<file path="src/rtl/rate_limited_poll_scheduler_top_assert.svh">
// Assertion macros for the poll scheduler RTL.
// Included by modules that carry concurrent checks; no other dependencies.
`ifndef RATE_LIMITED_POLL_SCHEDULER_TOP_ASSERT_SVH
`define RATE_LIMITED_POLL_SCHEDULER_TOP_ASSERT_SVH

`ifndef SYNTHESIS
`define RLPS_ASSERT(lbl, clk, rst_n, prop, msg) \
    lbl: assert property (@(posedge clk) disable iff (!(rst_n)) prop) else $error(msg);
`define RLPS_ASSERT_NR(lbl, clk, prop, msg) \
    lbl: assert property (@(posedge clk) prop) else $error(msg);
`else
`define RLPS_ASSERT(lbl, clk, rst_n, prop, msg)
`define RLPS_ASSERT_NR(lbl, clk, prop, msg)
`endif

`endif

</file>
<file path="src/rtl/rlps_pkg.sv">
// Shared types, codes and helper functions of the poll scheduler.
// No dependencies.
package rlps_pkg;

    localparam int NUM_SLOTS = 13;
    localparam int MASK_W    = 13;
    localparam int SLOT_W    = 4;
    localparam int CFG_IDX_W = 2;
    localparam int CFG_W     = 32;

    localparam logic [SLOT_W-1:0] LOCATION_SLOT = SLOT_W'(1);
    localparam logic [SLOT_W-1:0] CELL_SLOT     = SLOT_W'(11);
    localparam logic [SLOT_W-1:0] MODE_SLOT     = SLOT_W'(12);

    localparam logic [31:0] MODE_INTERVAL_RST     = 32'(5000 * 1000);
    localparam logic [31:0] LOCATION_INTERVAL_RST = 32'(1500 * 1000);
    localparam logic [7:0]  INDEX_BASE            = 8'h40;
    localparam logic [7:0]  MODE_STBY             = 8'h00;

    localparam logic [2:0] REQ_POLL      = 3'd0;
    localparam logic [2:0] REQ_RESP      = 3'd1;
    localparam logic [2:0] REQ_MODE_RESP = 3'd2;
    localparam logic [2:0] REQ_TMO       = 3'd3;
    localparam logic [2:0] REQ_FAIL      = 3'd4;

    localparam logic [CFG_IDX_W-1:0] CFG_MASK      = CFG_IDX_W'(0);
    localparam logic [CFG_IDX_W-1:0] CFG_CELL_CNT  = CFG_IDX_W'(1);
    localparam logic [CFG_IDX_W-1:0] CFG_MODE_INTV = CFG_IDX_W'(2);
    localparam logic [CFG_IDX_W-1:0] CFG_LOC_INTV  = CFG_IDX_W'(3);

    typedef struct packed {
        logic [2:0]  req_type;
        logic [31:0] time_us;
        logic [7:0]  mode_byte;
    } t_in;

    typedef struct packed {
        logic              issued;
        logic [SLOT_W-1:0] slot;
        logic [7:0]        index_byte;
        logic              polling_on;
        logic              busy_res;
        logic [7:0]        current_mode;
    } t_out;

    typedef struct packed {
        logic [MASK_W-1:0] slot_enable_mask;
        logic [7:0]        cell_count;
        logic [31:0]       mode_interval;
        logic [31:0]       location_interval;
        logic              mask_wr;
        logic [MASK_W-1:0] mask_new;
    } t_cfg;

    // lowest enabled slot, 0 when none
    function automatic logic [SLOT_W-1:0] first_slot(input logic [MASK_W-1:0] mask);
        logic [SLOT_W-1:0] res;
        res = '0;
        for (int i = NUM_SLOTS - 1; i >= 0; i--) begin
            if (i < MASK_W && mask[i]) res = SLOT_W'(i);
        end
        return res;
    endfunction

    // next enabled slot after s around the ring, 0 when none
    function automatic logic [SLOT_W-1:0] next_slot(input logic [MASK_W-1:0] mask,
                                                  input logic [SLOT_W-1:0] s);
        logic [SLOT_W:0]   sum;
        logic [SLOT_W-1:0] c;
        logic [SLOT_W-1:0] res;
        res = '0;
        for (int k = NUM_SLOTS; k >= 1; k--) begin
            sum = {1'b0, s} + (SLOT_W + 1)'(k);
            if (sum >= (SLOT_W + 1)'(NUM_SLOTS)) sum = sum - (SLOT_W + 1)'(NUM_SLOTS);
            c = sum[SLOT_W-1:0];
            if (mask[c]) res = c;
        end
        return res;
    endfunction

endpackage

</file>
<file path="src/rtl/rate_limited_poll_scheduler_top.sv">
// Path: an accepted item waits in the input register, and its result in the result register.
// Throughput: one item per cycle unless the output stalls; the step is one combinational pass.
// Result register holds a waiting result; while it waits, an empty input register still takes a new item.
// Reset: synchronous, active low; all scheduler state and config return to defaults at once.
// Top level of the poll scheduler; depends on rlps_pkg, rlps_cfg and rlps_sched.
module rate_limited_poll_scheduler_top (
    input  logic                           i_clk,
    input  logic                           i_rst_n,
    input  logic                           i_in_valid,
    output logic                           o_in_stall,
    input  rlps_pkg::t_in                  i_in_data,
    output logic                           o_out_valid,
    input  logic                           i_out_stall,
    output rlps_pkg::t_out                 o_out_data,
    input  logic                           i_cfg_we,
    input  logic [rlps_pkg::CFG_IDX_W-1:0] i_cfg_idx,
    input  logic [rlps_pkg::CFG_W-1:0]     i_cfg_data
);

    logic           r_in_vld;
    rlps_pkg::t_in  r_in;
    logic           r_out_vld;
    rlps_pkg::t_out r_out;
    logic           go;
    rlps_pkg::t_cfg cfg;
    rlps_pkg::t_out res;

    assign go         = r_in_vld && (!r_out_vld || !i_out_stall);
    assign o_in_stall = r_in_vld && !go;

    rlps_cfg u_cfg (
        .i_clk      (i_clk),
        .i_rst_n    (i_rst_n),
        .i_cfg_we   (i_cfg_we),
        .i_cfg_idx  (i_cfg_idx),
        .i_cfg_data (i_cfg_data),
        .o_cfg      (cfg)
    );

    rlps_sched u_sched (
        .i_clk   (i_clk),
        .i_rst_n (i_rst_n),
        .i_go    (go),
        .i_item  (r_in),
        .i_cfg   (cfg),
        .o_res   (res)
    );

    always_ff @(posedge i_clk) begin
        if (!i_rst_n) begin
            r_in_vld  <= 1'b0;
            r_out_vld <= 1'b0;
        end else begin
            if (!o_in_stall) r_in_vld <= i_in_valid;
            if (go) r_out_vld <= 1'b1;
            else if (!i_out_stall) r_out_vld <= 1'b0;
        end
    end

    always_ff @(posedge i_clk) begin
        if (!o_in_stall && i_in_valid) r_in <= i_in_data;
        if (go) r_out <= res;
    end

    assign o_out_valid = r_out_vld;
    assign o_out_data  = r_out;

endmodule

</file>
<file path="src/rtl/rlps_cfg.sv">
// Configuration register file of the poll scheduler.
// Depends on rlps_pkg.
module rlps_cfg (
    input  logic                          i_clk,
    input  logic                          i_rst_n,
    input  logic                          i_cfg_we,
    input  logic [rlps_pkg::CFG_IDX_W-1:0] i_cfg_idx,
    input  logic [rlps_pkg::CFG_W-1:0]    i_cfg_data,
    output rlps_pkg::t_cfg                o_cfg
);

    logic [rlps_pkg::MASK_W-1:0] r_mask;
    logic [7:0]                  r_cell_cnt;
    logic [31:0]                 r_mode_intv;
    logic [31:0]                 r_loc_intv;

    always_ff @(posedge i_clk) begin
        if (!i_rst_n) begin
            r_mask      <= '0;
            r_cell_cnt  <= '0;
            r_mode_intv <= rlps_pkg::MODE_INTERVAL_RST;
            r_loc_intv  <= rlps_pkg::LOCATION_INTERVAL_RST;
        end else if (i_cfg_we) begin
            case (i_cfg_idx)
                rlps_pkg::CFG_MASK:      r_mask      <= i_cfg_data[rlps_pkg::MASK_W-1:0];
                rlps_pkg::CFG_CELL_CNT:  r_cell_cnt  <= i_cfg_data[7:0];
                rlps_pkg::CFG_MODE_INTV: r_mode_intv <= i_cfg_data[31:0];
                rlps_pkg::CFG_LOC_INTV:  r_loc_intv  <= i_cfg_data[31:0];
                default: ;
            endcase
        end
    end

    assign o_cfg.slot_enable_mask  = r_mask;
    assign o_cfg.cell_count        = r_cell_cnt;
    assign o_cfg.mode_interval     = r_mode_intv;
    assign o_cfg.location_interval = r_loc_intv;
    assign o_cfg.mask_wr           = i_cfg_we && (i_cfg_idx == rlps_pkg::CFG_MASK);
    assign o_cfg.mask_new          = i_cfg_data[rlps_pkg::MASK_W-1:0];

endmodule

</file>
<file path="src/rtl/rlps_sched.sv">
// Scheduler state and combinational event step.
// Depends on rlps_pkg and the assertion macro header.
`include "rate_limited_poll_scheduler_top_assert.svh"

module rlps_sched (
    input  logic           i_clk,
    input  logic           i_rst_n,
    input  logic           i_go,
    input  rlps_pkg::t_in  i_item,
    input  rlps_pkg::t_cfg i_cfg,
    output rlps_pkg::t_out o_res
);

    logic                        r_outst, n_outst;
    logic                        r_resp, n_resp;
    logic                        r_tmo, n_tmo;
    logic                        r_fail, n_fail;
    logic [rlps_pkg::SLOT_W-1:0] r_pos, n_pos;
    logic [7:0]                  r_cnt, n_cnt;
    logic [7:0]                  r_limit, n_limit;
    logic [31:0]                 r_mode_stamp, n_mode_stamp;
    logic [31:0]                 r_loc_stamp, n_loc_stamp;
    logic                        r_enable, n_enable;
    logic [7:0]                  r_mode, n_mode;

    logic                        retire;
    logic                        outst_mid;
    logic                        send;
    logic                        adv;
    logic [7:0]                  cnt_mid;
    logic [31:0]                 mode_age;
    logic [31:0]                 loc_age;
    logic [rlps_pkg::SLOT_W-1:0] npos;
    logic [rlps_pkg::SLOT_W-1:0] fpos;
    logic                        issued;
    logic [rlps_pkg::SLOT_W-1:0] sent_slot;
    logic [7:0]                  idx;

    assign mode_age = i_item.time_us - r_mode_stamp;
    assign loc_age  = i_item.time_us - r_loc_stamp;
    assign npos     = rlps_pkg::next_slot(i_cfg.slot_enable_mask, r_pos);
    assign fpos     = rlps_pkg::first_slot(i_cfg.mask_new);

    always_comb begin
        n_outst      = r_outst;
        n_resp       = r_resp;
        n_tmo        = r_tmo;
        n_fail       = r_fail;
        n_pos        = r_pos;
        n_cnt        = r_cnt;
        n_limit      = r_limit;
        n_mode_stamp = r_mode_stamp;
        n_loc_stamp  = r_loc_stamp;
        n_enable     = r_enable;
        n_mode       = r_mode;
        retire       = 1'b0;
        outst_mid    = r_outst;
        send         = 1'b0;
        adv          = 1'b0;
        cnt_mid      = r_cnt;
        issued       = 1'b0;
        sent_slot    = '0;
        idx          = '0;
        if (i_go) begin
            case (i_item.req_type)
                rlps_pkg::REQ_POLL: begin
                    retire = r_outst && (r_fail || r_resp || r_tmo);
                    if (retire) begin
                        outst_mid = 1'b0;
                        n_outst   = 1'b0;
                        n_tmo     = 1'b0;
                    end
                    if (r_enable && !outst_mid && (i_cfg.slot_enable_mask != '0)) begin
                        send = 1'b1;
                        if (r_pos == rlps_pkg::MODE_SLOT) begin
                            if (mode_age < i_cfg.mode_interval) send = 1'b0;
                            else n_mode_stamp = i_item.time_us;
                        end else if (r_pos == rlps_pkg::LOCATION_SLOT) begin
                            if (loc_age < i_cfg.location_interval) send = 1'b0;
                            else n_loc_stamp = i_item.time_us;
                        end
                        if (send) begin
                            n_outst   = 1'b1;
                            n_resp    = 1'b0;
                            n_tmo     = 1'b0;
                            n_fail    = 1'b0;
                            issued    = 1'b1;
                            sent_slot = r_pos;
                            if (r_pos == rlps_pkg::CELL_SLOT) begin
                                idx     = rlps_pkg::INDEX_BASE + r_cnt;
                                cnt_mid = r_cnt + 8'd1;
                            end
                        end
                        n_cnt = cnt_mid;
                        adv   = (r_pos == rlps_pkg::CELL_SLOT) ? (cnt_mid >= r_limit) : 1'b1;
                        if (adv) begin
                            n_pos = npos;
                            if (npos == rlps_pkg::CELL_SLOT) begin
                                n_cnt   = '0;
                                n_limit = i_cfg.cell_count;
                            end
                        end
                    end
                end
                rlps_pkg::REQ_RESP: begin
                    n_resp = 1'b1;
                end
                rlps_pkg::REQ_MODE_RESP: begin
                    n_resp = 1'b1;
                    if (i_item.mode_byte != r_mode) begin
                        if (r_enable && r_mode != rlps_pkg::MODE_STBY &&
                            i_item.mode_byte == rlps_pkg::MODE_STBY) begin
                            n_enable = 1'b0;
                        end else if (!r_enable && r_mode == rlps_pkg::MODE_STBY &&
                                     i_item.mode_byte != rlps_pkg::MODE_STBY) begin
                            n_enable = 1'b1;
                        end
                        n_mode = i_item.mode_byte;
                    end
                end
                rlps_pkg::REQ_TMO: begin
                    n_tmo = 1'b1;
                end
                rlps_pkg::REQ_FAIL: begin
                    n_fail = 1'b1;
                end
                default: ;
            endcase
        end else if (i_cfg.mask_wr) begin
            n_pos   = fpos;
            n_cnt   = '0;
            n_limit = (fpos == rlps_pkg::CELL_SLOT) ? i_cfg.cell_count : 8'd0;
        end
    end

    always_ff @(posedge i_clk) begin
        if (!i_rst_n) begin
            r_outst      <= 1'b0;
            r_resp       <= 1'b0;
            r_tmo        <= 1'b0;
            r_fail       <= 1'b0;
            r_pos        <= '0;
            r_cnt        <= '0;
            r_limit      <= '0;
            r_mode_stamp <= '0;
            r_loc_stamp  <= '0;
            r_enable     <= 1'b1;
            r_mode       <= '0;
        end else begin
            r_outst      <= n_outst;
            r_resp       <= n_resp;
            r_tmo        <= n_tmo;
            r_fail       <= n_fail;
            r_pos        <= n_pos;
            r_cnt        <= n_cnt;
            r_limit      <= n_limit;
            r_mode_stamp <= n_mode_stamp;
            r_loc_stamp  <= n_loc_stamp;
            r_enable     <= n_enable;
            r_mode       <= n_mode;
        end
    end

    assign o_res.issued       = issued;
    assign o_res.slot         = sent_slot;
    assign o_res.index_byte   = idx;
    assign o_res.polling_on   = n_enable;
    assign o_res.busy_res     = n_outst;
    assign o_res.current_mode = n_mode;

    `RLPS_ASSERT(a_issue_sets_busy, i_clk, i_rst_n, (i_go && issued) |=> r_outst, "issue without outstanding")
    `RLPS_ASSERT(a_issue_enabled_slot, i_clk, i_rst_n, (i_go && issued) |-> i_cfg.slot_enable_mask[sent_slot], "issued slot not enabled")
    `RLPS_ASSERT(a_pos_enabled, i_clk, i_rst_n, (i_cfg.slot_enable_mask != '0) |-> i_cfg.slot_enable_mask[r_pos], "position on disabled slot")
    `RLPS_ASSERT(a_cell_bound, i_clk, i_rst_n, (r_pos == rlps_pkg::CELL_SLOT) |-> (r_cnt < r_limit || r_cnt == 8'd0), "cell counter past limit")
    `RLPS_ASSERT_NR(a_reset_idle, i_clk, !i_rst_n |=> (!r_outst && r_enable), "reset state wrong")

endmodule

</file>
<file path="config.mk">
export PLATFORM = sky130hd
export DESIGN_NAME = rate_limited_poll_scheduler_top
export DESIGN_NICKNAME = d
export VERILOG_FILES = /design/src/rtl/rlps_pkg.sv /design/src/rtl/rate_limited_poll_scheduler_top.sv /design/src/rtl/rlps_cfg.sv /design/src/rtl/rlps_sched.sv
export VERILOG_INCLUDE_DIRS = /design/src /design/src/rtl
export SDC_FILE = /design/constraint.sdc
export NUM_CORES = 1
export LEC_CHECK = 0
export BUFFER_PORTS_ARGS = -buffer_cell sky130_fd_sc_hd__buf_2
export CORE_ASPECT_RATIO = 0.7
export CORE_MARGIN = 2
export CORE_UTILIZATION = 25
export DETAILED_ROUTE_END_ITERATION = 10
export HOLD_SLACK_MARGIN = 0.02
export PLACE_DENSITY = 0.42
export RECOVER_POWER = 100
export SYNTH_ARGS = -nofsm -noshare
export SYNTH_HDL_FRONTEND = slang
export SYNTH_SLANG_ARGS = --single-unit
</file>
<file path="constraint.sdc">
create_clock -name i_clk -period 7.2 [get_ports i_clk]
set_input_delay 1.44 -clock i_clk [delete_from_list [all_inputs] [get_ports i_clk]]
set_output_delay 1.44 -clock i_clk [all_outputs]
set_load 0.005 [all_outputs]
</file>
**After elaboration in Yosys (flattened, before gate mapping)**

Index checks and enable logic that the tools add are counted.

- Muxes and demuxes: 122
- Eq/ne operators: 20
- Bitwise gates (word level): 3
- Magnitude comparators: 29
- Reduce and logical (&&, ||, !) cells: 47
- $add $sub $neg: 30

Operators with widths:

| kind | count |
|---|---|
| $mux 4 | 44 |
| $mux 8 | 21 |
| $ge 5x4->1 const B | 13 |
| $lt 4x5->1 const B | 13 |
| $lt 32x32->1 | 2 |
| $sub 32x32->32 | 2 |
| $bmux 1 s4 | 13 |
| $sub 4x4->4 const B | 13 |
| $mux 1 | 41 |
| $add 4x4->5 const B | 6 |
| $add 4x3->5 const B | 4 |
| $eq 4x4->1 const B | 4 |
| $logic_not 8->1 | 2 |
| $reduce_and 4->1 | 4 |
| $reduce_bool 8->1 | 2 |
| $reduce_bool 13->1 | 1 |
| $ne 2x1->1 const B | 6 |
| $reduce_and 2->1 | 6 |
| $logic_and 1x1->1 | 11 |
| $add 4x2->5 const B | 2 |
| $reduce_and 5->1 | 2 |
| $add 7x8->8 const A | 1 |
| $add 8x1->8 const B | 1 |
| $ge 8x8->1 | 1 |
| other kinds (19) | 36 |

- Register bits after elaboration: 250
- Word-level logic and storage cells: 277

**Longest topological paths before layout**

- Word-level depth: 24
- Depth in mapped cells: 43

**By module**

Synthesis repeated with hierarchy kept, for this count alone.

- Cells, all modules: 2,478
- Area total of the unflattened synthesis: 20,628.5 sq um

Modules (own cells, without submodules):

| module | area each (sq um) | times used | cells an instance |
|---|---|---|---|
| rlps_sched | 15,154.5 | 1 | 2,063 |
| rlps_cfg | 3,408.3 | 1 | 341 |
| rate_limited_poll_scheduler_top | 2,065.7 | 1 | 74 |

**Least setup slack after synthesis**

Ideal clock, no wire load.

- Path kind: register to register
- Start: register r_in[8] (netlist bit)
- End: register u_sched.r_limit[1]
- Slack: -0.663 ns
- Arrival: 7.743 ns
- Stages on the path, launching flop included: 40
- Path buffers: 3
- Setup time: 0.120 ns
- Cells stage by stage: edfxtp_1 inv_1 ha_1 inv_1 fa_1 a21o_1 a21oi_1 o21ai_0 a41o_1 a311o_1 a21oi_1 o31ai_1 o41a_1 a211o_1 or3_1 a31oi_1 o21a_1 xnor2_1 [4 not listed] a21oi_1 a2111oi_0 a221o_1 clkbuf_1 mux2_2 ha_1 a21o_1 a21o_1 a21oi_1 nor2b_1 o21ai_0 nand2b_1 a31oi_1 or2_2 clkbuf_1 nor2_2 buf_4 mux2i_1

- Cells in the longest elaborated chain, start to end: 16
- Elaborated cells between the ends (all ways): 19
- Classes of those cells: add/sub: 2; order compare: 3; eq/ne: 1; mux: 12; reduce/logical: 1

Ends and longest elaborated chain:

| what | line | text |
|---|---|---|
| start, declared | rate_limited_poll_scheduler_top.sv:21 | `rlps_pkg::t_in r_in;` |
| start signal, assigned | rate_limited_poll_scheduler_top.sv:61 | `if (!o_in_stall && i_in_valid) r_in <= i_in_data;` |
| $sub 32x32->32 | rlps_sched.sv:40 | `assign loc_age = i_item.time_us - r_loc_stamp;` |
| $lt 32x32->1 | rlps_sched.sv:79 | `if (loc_age < i_cfg.location_interval) send = 1'b0;` |
| $mux 1 | rlps_sched.sv:79 |  |
| $mux 1 | rlps_sched.sv:78 | `end else if (r_pos == rlps_pkg::LOCATION_SLOT) begin` |
| $mux 1 (*) | rlps_sched.sv:75 | `if (r_pos == rlps_pkg::MODE_SLOT) begin` |
| $mux 1 (*) | rlps_sched.sv:73 | `if (r_enable && !outst_mid && (i_cfg.slot_enable_mask != '0)) begin` |
| $mux 1 (*) | rlps_sched.sv:65 | `case (i_item.req_type)` |
| $mux 1 (*) | rlps_sched.sv:64 | `if (i_go) begin` |
| $mux 8 (*) | rlps_sched.sv:82 | `if (send) begin` |
| $mux 8 (*) | rlps_sched.sv:73 |  |
| $mux 8 (*) | rlps_sched.sv:65 |  |
| $mux 8 (*) | rlps_sched.sv:64 |  |
| $ge 8x8->1 (*) | rlps_sched.sv:95 | `adv = (r_pos == rlps_pkg::CELL_SLOT) ? (cnt_mid >= r_limit) : 1'b1;` |
| $mux 1 (*) | rlps_sched.sv:95 |  |
| $ne 2x1->1 (no source line) (*) | n/a |  |
| $reduce_and 5->1 (no source line) (*) | n/a |  |
| end signal, assigned | rlps_sched.sv:156 | `r_limit <= n_limit;` |
| end, declared | rlps_sched.sv:20 | `logic [7:0] r_limit, n_limit;` |

Every way passes the cells marked *; elsewhere a longest branch is shown, timed or not. The select of a mux whose other input is x is not followed.
A chain may end at the register's enable or synchronous reset.

**Worst setup path in the final report**

- Start: register r_in[13] (netlist bit)
- End: register u_sched.r_pos[3] (netlist bit)

- Cells in the longest elaborated chain, start to end: 16
- Elaborated cells between the ends (all ways): 19
- Classes of those cells: add/sub: 2; order compare: 3; eq/ne: 1; mux: 12; reduce/logical: 1

Ends and longest elaborated chain:

| what | line | text |
|---|---|---|
| $sub 32x32->32 | rlps_sched.sv:40 |  |
| $lt 32x32->1 | rlps_sched.sv:79 |  |
| $mux 1 | rlps_sched.sv:79 |  |
| $mux 1 | rlps_sched.sv:78 |  |
| $mux 1 (*) | rlps_sched.sv:75 |  |
| $mux 1 (*) | rlps_sched.sv:73 |  |
| $mux 1 (*) | rlps_sched.sv:65 |  |
| $mux 1 (*) | rlps_sched.sv:64 |  |
| $mux 8 (*) | rlps_sched.sv:82 |  |
| $mux 8 (*) | rlps_sched.sv:73 |  |
| $mux 8 (*) | rlps_sched.sv:65 |  |
| $mux 8 (*) | rlps_sched.sv:64 |  |
| $ge 8x8->1 (*) | rlps_sched.sv:95 |  |
| $mux 1 (*) | rlps_sched.sv:95 |  |
| $ne 2x1->1 (no source line) (*) | n/a |  |
| $reduce_and 4->1 (no source line) (*) | n/a |  |
| end signal, assigned | rlps_sched.sv:154 | `r_pos <= n_pos;` |
| end, declared | rlps_sched.sv:18 | `logic [rlps_pkg::SLOT_W-1:0] r_pos, n_pos;` |

Marked as above.

==> results.ini <==
[setup_path]
cp_max_fo = 5
cp-startpoint = r_in[13]$_DFFE_PP_
crit_path_end_kind = register
worstSetupPathType = reg2reg
critPathMaxStageDelay_ps = 530
r2r_start = r_in[13]$_DFFE_PP_
cp_common_cell = a21o_1
worstPathArrival_ps = 7770
cp-start-kind = register
required_ps = 7630
cp_slowest_cell = o211ai_1

[timing]
post-route-period-util_pct = 102
holdWs_ps = 462
tightest_slew_ps = 1940
period_minus_slack_ps = 7340
fmax_mhz = 136
timing.final.ws_setup_ps = -144
rsz0062_at_grt = yes
relSlewSlack_pct = -29.5
final.setup_skew_ps = 27.1
setup_viol = 18
hold_viol = 0
tns_ps = -1920
drv_slew = 27

[synth]
synth_area_leader_cell = dfxtp_1
ys_warn_count = 0
yosysSeqAreaShare_pct = 28.5
synthTopCellsByArea = dfxtp_1 19%, edfxtp_1 10%, ha_1 9.6%, mux2i_1 5.5%, nand2_1 5.4%
ys_types = 101
yosys_most_used_dff = dfxtp_1
synth_common_cells = 285 x nand2_1, 184 x dfxtp_1, 175 x inv_1, 170 x nor2_1, 153 x ha_1
ys_seq_elements = 250
synth_edf_count = 66
netlist_area_sq_um = 19800
syn-num-nets = 2694
syn_area_per_cell_sq_um = 8.08
async_flop_share_pct = 0
synth_cells = 2457
netlist.area_leader.share_pct = 18.6
yosysMostFrequentCell = nand2_1

[place]
dp_hpwl_microns = 59200
gp_congestion = 0.909
placed_cells = 3645
place.port_buffers = 106

[global_route]
grt_pass1_vias = 18266
grt_pass1_wl_microns = 118000
grt_start_max_net_pins = 90
gr-total-overflow = 0
grt_antenna_before_repair = 10
grtUsageTotal_pct = 18.8

[run_status]
status = finished, violations left
violations = capacitance limit, slew limit, setup timing

[layout]
drive_gt1_share_pct = 15.9
fin_cells = 3716
syn_to_final_growth_pct = 19.8
fin_nets = 2872

[route]
route.final.wire_length_microns = 78900
drt-initial-drc-count = 1553
viasPerCell = 5.21
drtPass1Iterations = 5
ant_nets = 0
drc = 0
routedWlPerCell_microns = 21.2
vias = 19375

[flow_run]
maxCapViolCount = 1

[clock_tree]
cts.sinks = 250
cts_buffer_depth = 3
cts_tree = built
htreeDepth = 1
clk_latency_ps = 590
cts_buffers = 28
clk_pin_slew_ps = 60
ctsRootBufferMaster = clkbuf_16

[worst_hold_path]
hold_path.class = reg2reg
min_from = u_cfg.r_mode_intv[31]$_SDFFE_PN0P_

[power_and_ir_drop]
p_leak_nw = 9.22
pwr_density_cell_nw_per_um2 = 180
vdd_ir_drop_max_uv = 157

[floorplanning]
die-width_microns = 341
dieArea_sq_um = 81700
core-area_sq_um = 78700
start_util_pct = 25.2
dieHeight_microns = 240
pin_count = 107
core.rowCount = 86

-- routing by layer --
| layer | up-vias | part of all wire [%] | track usage [%] |
|---|---|---|---|
| met1 | 9320 | 53 | 30.1 |
| met4 | 12 | 1.5 | 2.94 |
| met5 | - | 0.087 | 0 |
| met2 | 688 | 36 | 24.3 |
| li1 | 9261 | - | - |
| met3 | 94 | 8.6 | 5.12 |
-- state kept, by name (all words and copies together), names as in the netlist --
| signal | count |
|---|---|
| u_sched.r_cnt | 8 |
| u_sched.r_loc_stamp | 32 |
| u_cfg.r_loc_intv | 32 |
| u_cfg.r_cell_cnt | 8 |
| u_sched.r_pos | 4 |
| r_in_vld | 1 |
| o_out_data | 23 |
| o_out_valid | 1 |
| u_sched.r_outst | 1 |
| u_sched.r_mode | 8 |
| u_sched.r_resp | 1 |
| u_sched.r_enable | 1 |
| u_cfg.r_mode_intv | 32 |
| u_sched.r_limit | 8 |
| r_in | 43 |
| u_sched.r_mode_stamp | 32 |
| u_cfg.r_mask | 13 |
| u_sched.r_tmo | 1 |
| u_sched.r_fail | 1 |
-- cells by family after synthesis --
logic type	synth area share (%)
and+or+nand+nor	19.9
AOI/OAI and AO/OA	24.9
buffers and inverters	6.13
DFF	28.5
adders and majority gates	9.85
muxes	6.35
xor gates and xnor gates	4.27
-- layout by cell type (no fill, tap or decap), types with 12 or more instances in the layout --
cell type and n:
nand2_1 285, ha_1 148, inv_1 171, and3_1 27, nand2b_1 29, or3_1 13, o21a_1 27, nor3_1 47
a211o_1 12, mux2i_1 109, a211oi_1 36, edfxtp_1 66, o211ai_1 40, nor2_1 164, a21boi_0 64, a31oi_1 16
o31ai_1 16, and2_1 33, nor4_1 15, o21ai_1 15, clkbuf_16 29, nand3_1 53, mux2_2 12, buf_4 169
xor2_1 20, a22oi_1 13, a21o_1 54, nor2b_1 57, a21oi_1 119, o21ai_0 97, dfxtp_1 183, nand4_1 19
o22ai_1 20, xnor2_1 73, a311oi_1 12, buf_2 99
-- cell type report --
class | count | area, sq um
antenna | 3 | 7.51
clock buffer | 38 | 800
clock inverter | 14 | 150
fill | 8358 | 54900
inverter | 179 | 674
multi-input combinational | 1897 | 13300
sequential | 250 | 5670
tap | 1056 | 1320
timing repair buffer | 279 | 1850
-- where the power goes --
part	switching [mW]	internal, mW	leakage (nW)
Combinational	0.752	0.486	6.63
Clock	0.632	0.883	0.463
Sequential	0.0348	1.48	2.12
Total	1.42	2.85	9.22
-- metrics by stage --
step | setup slack (ps) | util (%) | area [sq um] | power [mW]
floorplan | 14.0 | - | 19900 | 2.26
finish | -144 | 30.2 | 23800 | 4.27
global route | -502 | 30.2 | 23800 | 4.49
CTS | -223 | 30.0 | 23600 | 4.29
global placement | -439 | 28.5 | 22400 | 2.74
detailed placement | -538 | 28.5 | 22400 | 2.74
-- worst max-delay path: cells and delay by family (launching register included) --
family          cells  cell delay, ps
xor+xnor            1             140
flops               1             430
fa+ha+maj           3             950
mux                 1             340
buf+inv             2             210
simple gates        8            1230
compound gates     21            3890
-- final timing paths --
kind	to	slack [ps]	cells after the start
worst min-delay path	u_cfg.r_mode_intv[31]$_SDFFE_PN0P_	460	2
worst min register to register	u_cfg.r_mode_intv[31]$_SDFFE_PN0P_	460	2
worst max register to register	u_sched.r_pos[3]$_SDFFE_PN0P_	-140	36
worst max-delay path	u_sched.r_pos[3]$_SDFFE_PN0P_	-140	36
-- timing repair --
action                                  in CTS  in global routing
pin swaps                                   29                 31
setup buffers                               11                  8
gates resized for setup                     26                 29
hold buffers                                 0                  0
endpoints found under the setup margin      20                 20
(Power assumes the default switching activity.)
